`src/rtl/mpbr_pkg.sv`:
```
// Shared types and constants of the mesh path broadcast router.
// Used by the divider, the top level and the port checker; has no dependencies.
package mpbr_pkg;

   // Widths of the header fields and of the configuration registers.
   localparam int ID_W      = 8;
   localparam int CFG_W     = 5;
   localparam int DIR_W     = 2;
   localparam int COUNT_W   = 2;
   localparam int DIV_HALF  = ID_W / 2;

   // Default and reset values of the mesh dimensions.
   localparam int MAX_DIM_DEF = 16;
   localparam logic [CFG_W-1:0] RESET_DIM = CFG_W'(4);

   // Stream and register port widths.
   localparam int REQ_TDATA_W = 24;
   localparam int RSP_TDATA_W = 8;
   localparam int RSP_PAD_W   = RSP_TDATA_W - COUNT_W - 2 * DIR_W;
   localparam int CSR_ADDR_W  = 3;
   localparam int CSR_DATA_W  = 32;

   // Register index, taken from the word address bit.
   localparam logic CSR_IDX_WIDTH  = 1'b0;
   localparam logic CSR_IDX_HEIGHT = 1'b1;

   // Output port directions.
   typedef enum logic [DIR_W-1:0] {
      DIR_NORTH = 2'd0,
      DIR_EAST  = 2'd1,
      DIR_SOUTH = 2'd2,
      DIR_WEST  = 2'd3
   } dir_type;

   // Load enables of the two divider stages.
   typedef struct packed {
      logic load_hi;
      logic load_lo;
   } div_ctrl_type;

endpackage

```
`src/rtl/mpbr_divider.sv`:
```
// Two-stage restoring divider that splits a node id into column and row.
// Depends on mpbr_pkg; the top level supplies the load enables.
module mpbr_divider
   import mpbr_pkg::*;
#(
   parameter int DIM_W = 5
) (
   input  logic               clock,
   input  div_ctrl_type       ctrl,
   input  logic [ID_W-1:0]    dividend,
   input  logic [DIM_W-1:0]   divisor,
   output logic [ID_W-1:0]    quot,
   output logic [DIM_W-1:0]   rem
);

   localparam int RW = DIM_W + 1;

   logic [DIM_W-1:0]    hi_rem_ff, hi_rem_in;
   logic [DIV_HALF-1:0] hi_q_ff, hi_q_in;
   logic [DIV_HALF-1:0] lo_bits_ff, lo_bits_in;
   logic [ID_W-1:0]     quot_ff, quot_in;
   logic [DIM_W-1:0]    rem_ff, rem_in;

   // Upper half of the quotient: one compare and subtract per dividend bit.
   always_comb begin
      logic [RW-1:0] part;
      logic [DIM_W-1:0] r;
      r = '0;
      hi_q_in = '0;
      for (int i = 0; i < DIV_HALF; i++) begin
         part = {r, dividend[ID_W-1-i]};
         if (part >= {1'b0, divisor}) begin
            part = part - {1'b0, divisor};
            hi_q_in[DIV_HALF-1-i] = 1'b1;
         end
         r = part[DIM_W-1:0];
      end
      hi_rem_in  = r;
      lo_bits_in = dividend[DIV_HALF-1:0];
   end

   // Lower half continues from the partial remainder of the first stage.
   always_comb begin
      logic [RW-1:0] part;
      logic [DIM_W-1:0] r;
      logic [DIV_HALF-1:0] q;
      r = hi_rem_ff;
      q = '0;
      for (int i = 0; i < DIV_HALF; i++) begin
         part = {r, lo_bits_ff[DIV_HALF-1-i]};
         if (part >= {1'b0, divisor}) begin
            part = part - {1'b0, divisor};
            q[DIV_HALF-1-i] = 1'b1;
         end
         r = part[DIM_W-1:0];
      end
      quot_in = {hi_q_ff, q};
      rem_in  = r;
   end

   always_ff @(posedge clock) begin
      if (ctrl.load_hi) begin
         hi_rem_ff  <= hi_rem_in;
         hi_q_ff    <= hi_q_in;
         lo_bits_ff <= lo_bits_in;
      end
      if (ctrl.load_lo) begin
         quot_ff <= quot_in;
         rem_ff  <= rem_in;
      end
   end

   assign quot = quot_ff;
   assign rem  = rem_ff;

endmodule

```
`src/rtl/mesh_path_broadcast_router.sv`:
```
// Output direction computation for a 2D mesh router (XY unicast, snake broadcast).
// Depends on mpbr_pkg and instantiates mpbr_divider three times.
//
// Usage: the req_ stream carries one packet header per word: the current
// node, the source node and the destination node in tdata, and the
// broadcast flag in tuser. For every accepted word the rsp_ stream returns
// one word with the number of directions (0 to 2) and the directions
// themselves (0 north, 1 east, 2 south, 3 west); unused fields are zero.
// The mesh size is set through the csr_ register port (width at address 0,
// height at address 4) and should only change while no header is in flight.
// Throughput: one word per cycle while rsp_tready holds; the five register
// stages are two divider stages, a multiplier stage, a label adder stage
// and an output stage holding the final compares.
// Reset clears all stage valid bits and sets both dimensions to 4.
// When the receiver stalls, each stage holds its word and ready ripples
// back only as far as the first empty stage, so bubbles are filled first.
module mesh_path_broadcast_router
   import mpbr_pkg::*;
#(
   parameter int MAX_DIM = MAX_DIM_DEF
) (
   input  logic                   clock,
   input  logic                   reset,
   // req_tdata: current_node, source_node, dest_node (from bit 0 up)
   input  logic                   req_tvalid,
   output logic                   req_tready,
   input  logic [REQ_TDATA_W-1:0] req_tdata,
   // req_tuser: is_broadcast
   input  logic                   req_tuser,
   // rsp_tdata: dir_count, first_dir, second_dir, zero padding (from bit 0 up)
   output logic                   rsp_tvalid,
   input  logic                   rsp_tready,
   output logic [RSP_TDATA_W-1:0] rsp_tdata,
   // Register port
   input  logic                   csr_psel,
   input  logic                   csr_penable,
   input  logic                   csr_pwrite,
   input  logic [CSR_ADDR_W-1:0]  csr_paddr,
   input  logic [CSR_DATA_W-1:0]  csr_pwdata,
   output logic [CSR_DATA_W-1:0]  csr_prdata,
   output logic                   csr_pready
);

   localparam int DIM_W = $clog2(MAX_DIM + 1);
   localparam int PW    = ID_W + DIM_W;
   localparam int LW    = ID_W + 2 * DIM_W;
   localparam logic [DIM_W-1:0] MAX_DIM_V = DIM_W'(MAX_DIM);

   // Configuration registers.
   logic [CFG_W-1:0] width_ff, width_in;
   logic [CFG_W-1:0] height_ff, height_in;
   logic             csr_write;

   assign csr_pready = 1'b1;
   assign csr_write  = csr_psel && csr_penable && csr_pwrite && csr_pready;

   always_comb begin
      width_in  = width_ff;
      height_in = height_ff;
      if (csr_write) begin
         if (csr_paddr[2] == CSR_IDX_WIDTH) begin
            width_in = csr_pwdata[CFG_W-1:0];
         end else begin
            height_in = csr_pwdata[CFG_W-1:0];
         end
      end
   end

   always_ff @(posedge clock) begin
      if (reset) begin
         width_ff  <= RESET_DIM;
         height_ff <= RESET_DIM;
      end else begin
         width_ff  <= width_in;
         height_ff <= height_in;
      end
   end

   assign csr_prdata = (csr_paddr[2] == CSR_IDX_WIDTH) ? CSR_DATA_W'(width_ff)
                                                       : CSR_DATA_W'(height_ff);

   // Effective dimensions: zero counts as one, large values saturate.
   logic [DIM_W-1:0] w_eff, h_eff;

   always_comb begin
      if (width_ff == '0) begin
         w_eff = DIM_W'(1);
      end else if (32'(width_ff) > 32'(MAX_DIM)) begin
         w_eff = MAX_DIM_V;
      end else begin
         w_eff = DIM_W'(width_ff);
      end
      if (height_ff == '0) begin
         h_eff = DIM_W'(1);
      end else if (32'(height_ff) > 32'(MAX_DIM)) begin
         h_eff = MAX_DIM_V;
      end else begin
         h_eff = DIM_W'(height_ff);
      end
   end

   // Last label on the snake path, refreshed every cycle.
   logic [LW-1:0] last_ff, last_in;

   assign last_in = LW'(w_eff) * LW'(h_eff) - LW'(1);

   always_ff @(posedge clock) begin
      last_ff <= last_in;
   end

   // Stage handshake: a stage loads when it is empty or its successor loads.
   logic v1_ff, v2_ff, v3_ff, v4_ff, v5_ff;
   logic v1_in, v2_in, v3_in, v4_in, v5_in;
   logic rdy1, rdy2, rdy3, rdy4, rdy5;

   assign rdy5 = !v5_ff || rsp_tready;
   assign rdy4 = !v4_ff || rdy5;
   assign rdy3 = !v3_ff || rdy4;
   assign rdy2 = !v2_ff || rdy3;
   assign rdy1 = !v1_ff || rdy2;
   assign req_tready = rdy1;

   assign v1_in = rdy1 ? req_tvalid : v1_ff;
   assign v2_in = rdy2 ? v1_ff : v2_ff;
   assign v3_in = rdy3 ? v2_ff : v3_ff;
   assign v4_in = rdy4 ? v3_ff : v4_ff;
   assign v5_in = rdy5 ? v4_ff : v5_ff;

   always_ff @(posedge clock) begin
      if (reset) begin
         v1_ff <= 1'b0;
         v2_ff <= 1'b0;
         v3_ff <= 1'b0;
         v4_ff <= 1'b0;
         v5_ff <= 1'b0;
      end else begin
         v1_ff <= v1_in;
         v2_ff <= v2_in;
         v3_ff <= v3_in;
         v4_ff <= v4_in;
         v5_ff <= v5_in;
      end
   end

   // Stages one and two: split the three node ids into column and row.
   div_ctrl_type     div_ctrl;
   logic [ID_W-1:0]  cy, sy, dy;
   logic [DIM_W-1:0] cx, sx, dx;

   assign div_ctrl.load_hi = rdy1 && req_tvalid;
   assign div_ctrl.load_lo = rdy2 && v1_ff;

   mpbr_divider #(.DIM_W(DIM_W)) u_div_cur (
      .clock    (clock),
      .ctrl     (div_ctrl),
      .dividend (req_tdata[ID_W-1:0]),
      .divisor  (w_eff),
      .quot     (cy),
      .rem      (cx)
   );

   mpbr_divider #(.DIM_W(DIM_W)) u_div_src (
      .clock    (clock),
      .ctrl     (div_ctrl),
      .dividend (req_tdata[2*ID_W-1:ID_W]),
      .divisor  (w_eff),
      .quot     (sy),
      .rem      (sx)
   );

   mpbr_divider #(.DIM_W(DIM_W)) u_div_dst (
      .clock    (clock),
      .ctrl     (div_ctrl),
      .dividend (req_tdata[3*ID_W-1:2*ID_W]),
      .divisor  (w_eff),
      .quot     (dy),
      .rem      (dx)
   );

   // Broadcast flag travels alongside the divider.
   logic bc1_ff, bc1_in, bc2_ff, bc2_in;

   assign bc1_in = req_tuser;
   assign bc2_in = bc1_ff;

   always_ff @(posedge clock) begin
      if (div_ctrl.load_hi) begin
         bc1_ff <= bc1_in;
      end
      if (div_ctrl.load_lo) begin
         bc2_ff <= bc2_in;
      end
   end

   // Stage three: row products, unicast direction and snake neighbour directions.
   logic [PW-1:0]    prodc3_ff, prodc3_in, prods3_ff, prods3_in;
   logic [DIM_W-1:0] cx3_ff, cx3_in, sx3_ff, sx3_in;
   logic             codd3_ff, codd3_in, sodd3_ff, sodd3_in, bc3_ff, bc3_in;
   dir_type          udir3_ff, udir3_in, ndir3_ff, ndir3_in, pdir3_ff, pdir3_in;
   logic             at_left, at_right;

   assign at_left  = (cx == '0);
   assign at_right = (cx == w_eff - DIM_W'(1));

   always_comb begin
      prodc3_in = PW'(cy) * PW'(w_eff);
      prods3_in = PW'(sy) * PW'(w_eff);
      cx3_in    = cx;
      sx3_in    = sx;
      codd3_in  = cy[0];
      sodd3_in  = sy[0];
      bc3_in    = bc2_ff;

      // XY order: east, west, south, otherwise north.
      if (dx > cx) begin
         udir3_in = DIR_EAST;
      end else if (dx < cx) begin
         udir3_in = DIR_WEST;
      end else if (dy > cy) begin
         udir3_in = DIR_SOUTH;
      end else begin
         udir3_in = DIR_NORTH;
      end

      // Even rows run eastward along the path, odd rows westward.
      if (!cy[0]) begin
         ndir3_in = at_right ? DIR_SOUTH : DIR_EAST;
         pdir3_in = at_left  ? DIR_NORTH : DIR_WEST;
      end else begin
         ndir3_in = at_left  ? DIR_SOUTH : DIR_WEST;
         pdir3_in = at_right ? DIR_NORTH : DIR_EAST;
      end
   end

   always_ff @(posedge clock) begin
      if (rdy3 && v2_ff) begin
         prodc3_ff <= prodc3_in;
         prods3_ff <= prods3_in;
         cx3_ff    <= cx3_in;
         sx3_ff    <= sx3_in;
         codd3_ff  <= codd3_in;
         sodd3_ff  <= sodd3_in;
         bc3_ff    <= bc3_in;
         udir3_ff  <= udir3_in;
         ndir3_ff  <= ndir3_in;
         pdir3_ff  <= pdir3_in;
      end
   end

   // Stage four: snake labels of the current and the source node.
   logic [LW-1:0] cl4_ff, cl4_in, sl4_ff, sl4_in;
   logic          bc4_ff, bc4_in;
   dir_type       udir4_ff, udir4_in, ndir4_ff, ndir4_in, pdir4_ff, pdir4_in;

   always_comb begin
      if (codd3_ff) begin
         cl4_in = LW'(prodc3_ff) + LW'(w_eff) - LW'(cx3_ff) - LW'(1);
      end else begin
         cl4_in = LW'(prodc3_ff) + LW'(cx3_ff);
      end
      if (sodd3_ff) begin
         sl4_in = LW'(prods3_ff) + LW'(w_eff) - LW'(sx3_ff) - LW'(1);
      end else begin
         sl4_in = LW'(prods3_ff) + LW'(sx3_ff);
      end
      bc4_in   = bc3_ff;
      udir4_in = udir3_ff;
      ndir4_in = ndir3_ff;
      pdir4_in = pdir3_ff;
   end

   always_ff @(posedge clock) begin
      if (rdy4 && v3_ff) begin
         cl4_ff   <= cl4_in;
         sl4_ff   <= sl4_in;
         bc4_ff   <= bc4_in;
         udir4_ff <= udir4_in;
         ndir4_ff <= ndir4_in;
         pdir4_ff <= pdir4_in;
      end
   end

   // Stage five: path position compares and the result word.
   logic [COUNT_W-1:0] count5_ff, count5_in;
   dir_type            first5_ff, first5_in, second5_ff, second5_in;
   logic               fwd, bwd;

   assign fwd = (cl4_ff >= sl4_ff) && (cl4_ff < last_ff);
   assign bwd = (cl4_ff <= sl4_ff) && (cl4_ff != '0);

   always_comb begin
      if (bc4_ff) begin
         count5_in  = COUNT_W'(fwd) + COUNT_W'(bwd);
         first5_in  = fwd ? ndir4_ff : (bwd ? pdir4_ff : DIR_NORTH);
         second5_in = (fwd && bwd) ? pdir4_ff : DIR_NORTH;
      end else begin
         count5_in  = COUNT_W'(1);
         first5_in  = udir4_ff;
         second5_in = DIR_NORTH;
      end
   end

   always_ff @(posedge clock) begin
      if (rdy5 && v4_ff) begin
         count5_ff  <= count5_in;
         first5_ff  <= first5_in;
         second5_ff <= second5_in;
      end
   end

   assign rsp_tvalid = v5_ff;
   assign rsp_tdata  = {{RSP_PAD_W{1'b0}}, second5_ff, first5_ff, count5_ff};

endmodule

```
`config.mk`:
```
export PLATFORM = sky130hd
export DESIGN_NAME = mesh_path_broadcast_router
export DESIGN_NICKNAME = d
export VERILOG_FILES = /design/src/rtl/mpbr_pkg.sv /design/src/rtl/mpbr_divider.sv /design/src/rtl/mesh_path_broadcast_router.sv
export SDC_FILE = /design/constraint.sdc
export NUM_CORES = 1
export LEC_CHECK = 0
export BUFFER_PORTS_ARGS = -buffer_cell sky130_fd_sc_hd__clkbuf_2
export CORE_MARGIN = 2
export CORE_UTILIZATION = 45
export CTS_BUF_LIST = sky130_fd_sc_hd__clkbuf_8
export CTS_CLUSTER_DIAMETER = 120
export DETAILED_ROUTE_END_ITERATION = 16
export GPL_TIMING_DRIVEN = 0
export PLACE_DENSITY_LB_ADDON = 0.1
export SLEW_MARGIN = 10
export SYNTH_ARGS = -nofsm -noshare
export SYNTH_HDL_FRONTEND = slang
export SYNTH_SLANG_ARGS = --single-unit
```
`constraint.sdc`:
```
create_clock -name clock -period 8.99 [get_ports clock]
set_input_delay 0.4495 -clock clock [delete_from_list [all_inputs] [get_ports clock]]
set_output_delay 0.4495 -clock clock [all_outputs]
set_load 0.005 [all_outputs]
```
==> key figures, run 1 <==
Finish
  • Fin cells: 2,667
  • Post-layout nets: 2,546
  • Area of the multi-input gates: around 12,000 µm²
  • Layout cells sized above 1: 0.1105
  • Area Overhead vs Synth: 9.411%
  • Filler cells: approximately 3,900
  • Fin util: 0.5020
  • Post-route cell area: 21,150 µm²
  • Register Area: 5628 µm²

Floorplanning
  • FP Rows: 75
  • Die Span X: 211.3 µm
  • Starting Density: 0.4588
  • Die Area: 44,630 µm²
  • IO Pins: between 100 and 150
  • Total core area: 42,130 µm²
  • Die height: 211.3 µm

GRT
  • Pin count of the biggest net entering global routing: 33
  • Number of global-route vias before repair: 13,690
  • First-pass GRT wire length: between 60,000 and 70,000 µm
  • Antenna violations before repair: 0
  • GR Util All Layers: 0.1952
  • GRT overflow: 0

Power and ir drop
  • Leak: 9.611 nW
  • Final Total Pwr: 5.758 mW
  • Peak VDD IR: 0.2288 mV
  • Power Density: around 270 nW/µm²

Timing
  • Fmax: about 120 MHz
  • Final Hold Vio Count: 0
  • Setup slack after layout: approximately 0.50 ns
  • Worst slew margin: 0.1690
  • Fin Hold WS: 0.09991 ns
  • Sum Neg Setup Slack: 0 ns
  • Period utilization: 0.9447
  • Worst slew pin tran: 1.239 ns
  • Pins over their slew limit: 0
  • Fin crit period: 8.493 ns
  • Final setup fails: 0
  • Clock skew: around 0.021 ns

Setup path
  • Cell mode on critical path: a21oi_1
  • Worst setup path startpoint: width_ff[2]
  • Crit Path Max Fanout: 15
  • Crit path to: u_div_dst.rem[4]
  • CP Capture Type: flip-flop
  • CP Class: flip-flop to flip-flop
  • Slowest stage delay, CP: between 0.4 and 0.5 ns
  • Crit-path slowest cell: fa_1
  • Crit path launch type: flip-flop
  • Reg2reg start: width_ff[2]
  • Register-to-Register Path Depth: 37
  • R2R Setup Slk: 0.50 ns
  • WP data arrival: roughly 9 ns
  • WP data required: 9.32 ns
  • R2r endpoint: u_div_dst.rem[4]

Route
  • DRC: 0
  • Post-route ant nets: 0
  • Initial drt markers: 696
  • Final WL: 42,030 µm
  • Via count: 13,940
  • Routed WL per cell: 15.76 µm
  • First-pass detailed-route iteration total: 7
  • Number of vias per cell: 5.225

Yosys
  • Main flop type after synthesis: edfxtp_1
  • Seq/Total Area, Yosys: 0.2910
  • Synth area leaders: edfxtp_1 26%, ha_1 18%, fa_1 8.4%, inv_1 5.3%, xnor2_1 4.0%
  • Async set-reset flop share out of synthesis: 0
  • Post-synthesis instance total: 2,003
  • Synth Area per Inst: 9.651 µm²
  • Most frequent cell after synthesis: ha_1
  • Post-synth EDFFs: 170
  • Ys Warns: 0
  • Cell taking the most area after synthesis: edfxtp_1
  • Mapped Area: 19,330 µm²
  • Share of the synthesized area in the top cell type: 0.2641
  • Post-synthesis register bit count: 196
  • Most frequent cells after synthesis: 284 x ha_1, 271 x inv_1, 170 x edfxtp_1, 140 x nand2_1, 132 x a21oi_1
  • Post-synthesis cell type count: 87

Clocking
  • Deepest clock path buffer count: 2
  • CTS Sinks: 196
  • Reg clk slew, reported paths: between 0.1 and 0.15 ns
  • CTS tree: built
  • Hold-fix buffers at CTS: 0
  • Clock Latency Late Sink: 0.52 ns
  • CTS Buf Count: 17
  • Clock root buffer master: clkbuf_8
  • H-Tree Depth: 4

Place
  • Final GP Congestion: roughly 0.86
  • Post-DP HPWL: 33,880 µm
  • Port Buf Inserts: slightly below 50
  • DP Cell Count: 2,629
  • DP Area: 20,630 µm²
  • DP Worst Slack: -0.4385 ns

Worst hold path
  • Hold WC Path Type: input port to flip-flop

Run
  • Max-cap viol count: 0

Outcome
  • Status: finished clean
-- layout by cell type, fill, tap and decap left out, types with 17 or more instances in the layout --
master	count
nand4_1	27
fa_1	81
buf_4	39
a21oi_1	132
a21o_1	57
mux2_2	31
mux2i_1	39
xnor2_1	88
and2_1	36
nor3_1	22
xor2_1	46
edfxtp_1	170
clkbuf_8	17
nor2b_1	24
nor2_1	113
ha_1	284
clkbuf_1	19
clkbuf_2	51
inv_1	269
dfxtp_1	24
o21ai_0	82
nand2_1	140
conb_1	30
-- sequential cells by signal, indices dropped and copies added, names as in the netlist, 8 cells and up --
signal          cells
prodc3_ff          13
last_ff            11
prods3_ff          13
u_div_cur.quot      8
u_div_src.quot      8
u_div_dst.quot      8
sl4_ff             16
cl4_ff             16
-- routing by layer --
layer | vias up | wire length, µm | share of wire | global-route usage
met4 | 0 | 830 | 0.020 | 0.06119
met1 | 6589 | 19970 | 0.48 | 0.2553
met3 | 43 | 805 | 0.019 | 0.02096
met5 | - | 0 | 0 | 0
met2 | 138 | 20420 | 0.49 | 0.3389
li1 | 7166 | - | - | -
-- final cells by class --
cell class                 count  share of cell area
antenna                        1           0.0001183
buffer                        67             0.02000
clock buffer                  17             0.01106
clock inverter                15            0.008045
inverter                     277             0.04963
multi-input combinational   1490              0.5884
sequential                   196              0.2661
tap                          539             0.03189
timing repair buffer          65             0.02473
-- critical path: cells and delay by family, from the launching register on --
family | cells | cell delay (ns)
mux | 1 | 0.23
fa+ha+maj | 4 | 1.71
simple gates | 9 | 1.51
flops | 1 | 0.33
compound gates | 15 | 3.15
buf+inv | 8 | 1.36
-- worst min-delay path by stage --
| stage | startpoint | to | cells after the start | slack, ns |
|---|---|---|---|---|
| finish | req_tdata[2] | u_div_cur.lo_bits_ff[2] | 1 | 0.1 |
| global route | req_tdata[1] | u_div_cur.lo_bits_ff[1] | 1 | 0.07 |
| CTS | req_tdata[2] | u_div_cur.lo_bits_ff[2] | 1 | 0.05 |
| detailed placement | bc3_ff | bc4_ff | 0 | 0.40 |
| global placement | bc1_ff | bc2_ff | 0 | 0.40 |
| floorplan | bc1_ff | bc2_ff | 0 | 0.40 |
-- where the power goes --
group	total, mW	switching, mW	internal (mW)
combinational	3.74	2.03	1.70
sequential	1.43	0.0986	1.33
clock	0.596	0.342	0.254
-- cell families (layout without fill, tap and decap cells) --
| logic type | Yosys count | after routing | synth area share |
|---|---|---|---|
| mux | 77 | 77 | 0.04362 |
| other cells | 2 | 31 | 0.0003885 |
| simple gates | 472 | 472 | 0.1211 |
| flops | 196 | 196 | 0.2910 |
| fa+ha+maj | 365 | 365 | 0.2677 |
| buf+inv | 345 | 441 | 0.07502 |
| xor+xnor | 134 | 134 | 0.06071 |
| compound gates | 412 | 412 | 0.1405 |
-- what timing repair did --
action | in CTS | in global routing
setup endpoints to repair | 12 | 16
gates resized for setup | 9 | 15
pin swaps | 0 | 2
buffers inserted | 0 | 6
Note: power is estimated with default switching activity, not from simulation.
==> run 2, diff against run 1 <==
Settings changed: BUFFER_PORTS_ARGS -buffer_cell sky130_fd_sc_hd__clkbuf_2 to default, CORE_UTILIZATION 45 to 60, DONT_BUFFER_PORTS from default to 1.
==> run 2 against run 1 <==
  * Power down 1.1%
  * First-iteration DRC count up 23%
  * Core utilization up 15 points
  * Combinational power about the same
  * Clock-buffer cell count unchanged
  * Non-clock buffer count down 48
  * Critical path depth down 1
  * Design area down 2.1%
  * Sequential share of layout area up 0.58 points
  * Cell count down 7.0%
  * Highest routed layer is now met5
==> key figures, run 2 (same netlist as run 1, synthesis figures left out) <==
Outcome
  • Status: finished clean

Setup path
  • R2R Setup Slk: 0.55 ns
  • WP data arrival: roughly 9 ns
  • Crit Path Max Fanout: 20
  • R2r endpoint: u_div_dst.rem[4]
  • Crit path launch type: flip-flop
  • Worst setup path startpoint: width_ff[2]
  • CP Capture Type: flip-flop
  • WP data required: 9.31 ns
  • Cell mode on critical path: a21oi_1
  • Slowest stage delay, CP: 0.46 ns
  • Bufs and invs on worst path: 8
  • Crit path to: u_div_dst.rem[4]
  • Crit-path slowest cell: fa_1
  • Stages on worst setup path: 36
  • Family with the most delay on the worst path: compound AO/OA/AOI/OAI gates
  • Reg2reg start: width_ff[2]
  • Register-to-Register Path Depth: 36
  • CP Class: flip-flop to flip-flop

Finish
  • Post-layout nets: 2,498
  • Layout cells sized above 1: 0.08754
  • # diodes: 0
  • Area Overhead vs Synth: 7.081%
  • Commonest non-fill, non-tap cells in the layout: 284 x ha_1, 269 x inv_1, 170 x edfxtp_1, 140 x nand2_1, 132 x a21oi_1
  • Top flop regs: cl4_ff x16, sl4_ff x16
  • Commonest non-fill, non-tap cell in the layout: ha_1

Timing
  • Final setup fails: 0
  • Pins over their slew limit: 0
  • Setup slack after layout: 0.5461 ns
  • Sum Neg Setup Slack: 0 ns
  • Period utilization: 0.9392
  • Fmax: 118.4 MHz
  • Fin crit period: about 8.4 ns
  • Final Hold Vio Count: 0
  • Fin Hold WS: a little under 0.04 ns
  • Clock skew: 0.01489 ns
  • Worst slew pin tran: 1.192 ns
  • Worst slew margin: 0.2045

GRT
  • Pin count of the biggest net entering global routing: 30
  • GRT overflow: 0
  • Number of global-route vias before repair: 13,910
  • GR Util All Layers: 0.2512
  • Antenna violations before repair: 1
  • First-pass GRT wire length: about 68,000 µm

Route
  • DRC: 0
  • Initial drt markers: 854
  • Via count: 14,070
  • Final WL: 40,970 µm
  • First-pass detailed-route iteration total: 5
  • Number of vias per cell: around 5.7
  • Post-route ant nets: 0
  • Routed WL per cell: 16.51 µm

Place
  • DP Worst Slack: -0.3577 ns
  • Final GP Congestion: 0.8689
  • Port Buf Inserts: 0
  • Post-DP HPWL: 32,530 µm

Floorplanning
  • Die Span X: 183.5 µm
  • Die Area: ~34,000 µm²
  • Starting Density: 0.6110
  • FP Rows: 65
  • Total core area: between 30,000 and 40,000 µm²
  • IO Pins: 110
  • Die height: 183.5 µm

Clocking
  • Deepest clock path buffer count: 2
  • Reg clk slew, reported paths: 0.10 ns
  • H-Tree Depth: 4
  • Clock Latency Late Sink: 0.50 ns
  • CTS Sinks: 196
  • Clock root buffer master: clkbuf_8
  • CTS tree: built
  • CTS Buf Count: 17

Run
  • Max-cap viol count: 0

Power and ir drop
  • Leak: ~9.4 nW
  • Peak VDD IR: around 0.25 mV
  • Power Density: 275.2 nW/µm²

Worst hold path
  • Hold WC Path Type: input port to flip-flop
run 2: cell types whose count changed in the layout (fill, tap and decap cells not counted), sizes merged:
| cell | before | now |
|---|---|---|
| clkbuf | 88 | 41 |
| clkinv | 3 | 9 |
| inv | 284 | 278 |
| buf | 61 | 56 |
| dlygate4sd3 | 0 | 4 |
| bufinv | 2 | 1 |
| clkinvlp | 3 | 4 |
| diode | 1 | 0 |
run 2: cell type report:
cell class	count	area, µm²
Buffer	67	422.9
Clock buffer	17	234.0
Clock inverter	15	135.1
Fill cell	2619	10940
Inverter	277	1050
Multi-Input combinational cell	1490	12440
Sequential cell	196	5628
Tap cell	402	503.0
Timing Repair Buffer	17	282.8
run 2: worst min-delay path by stage:
stage,endpoint,cells past startpoint,start
finish,u_div_cur.lo_bits_ff[2],0,req_tdata[2]
global route,bc1_ff,0,req_tuser
global placement,u_div_cur.quot[5],0,u_div_cur.hi_q_ff[1]
floorplan,bc2_ff,0,bc1_ff
CTS,u_div_src.lo_bits_ff[0],0,req_tdata[8]
detailed placement,u_div_cur.quot[6],0,u_div_cur.hi_q_ff[2]
run 2: worst register-to-register path, delay by kind of cell, from the launching register on:
| family | cells | cell delay, ns |
|---|---|---|
| DFF | 1 | 0.33 |
| buffers and inverters | 8 | 1.43 |
| and+or+nand+nor | 8 | 1.43 |
| AOI/OAI and AO/OA | 14 | 2.98 |
| muxes | 2 | 0.50 |
| adders and majority gates | 4 | 1.59 |
run 2: per-stage QoR:
step	power (mW)	cells	utilization	instance area (µm²)
floorplan	4.378	2031	-	19440
global placement	4.930	2433	0.6303	19940
detailed placement	5.070	2442	0.6384	20200
CTS	5.632	2478	0.6521	20630
global route	6.229	2481	0.6543	20700
finish	5.696	2481	0.6543	20700
run 2: per-layer routing:
layer	up-vias	routed length, µm	GRT usage
met3	42	1297	0.03685
met1	6744	18470	0.3203
met2	221	20420	0.4472
li1	7059	-	-
met5	-	16	0
met4	2	757	0.06496
run 2: repair_timing:
action                                  in CTS  in global routing
endpoints found under the setup margin      12                 16
pin swaps                                    0                  2
hold endpoints to repair                     5                  0
buffers inserted                             0                  4
gates resized for setup                      9                 12
hold buffers                                 4                  0
run 2: power by group:
part,switching [mW],internal (mW),total [mW],leakage (nW)
logic,2.03,1.70,3.72,7.40
clock network,0.323,0.220,0.543,0.173
registers,0.0996,1.33,1.43,1.80
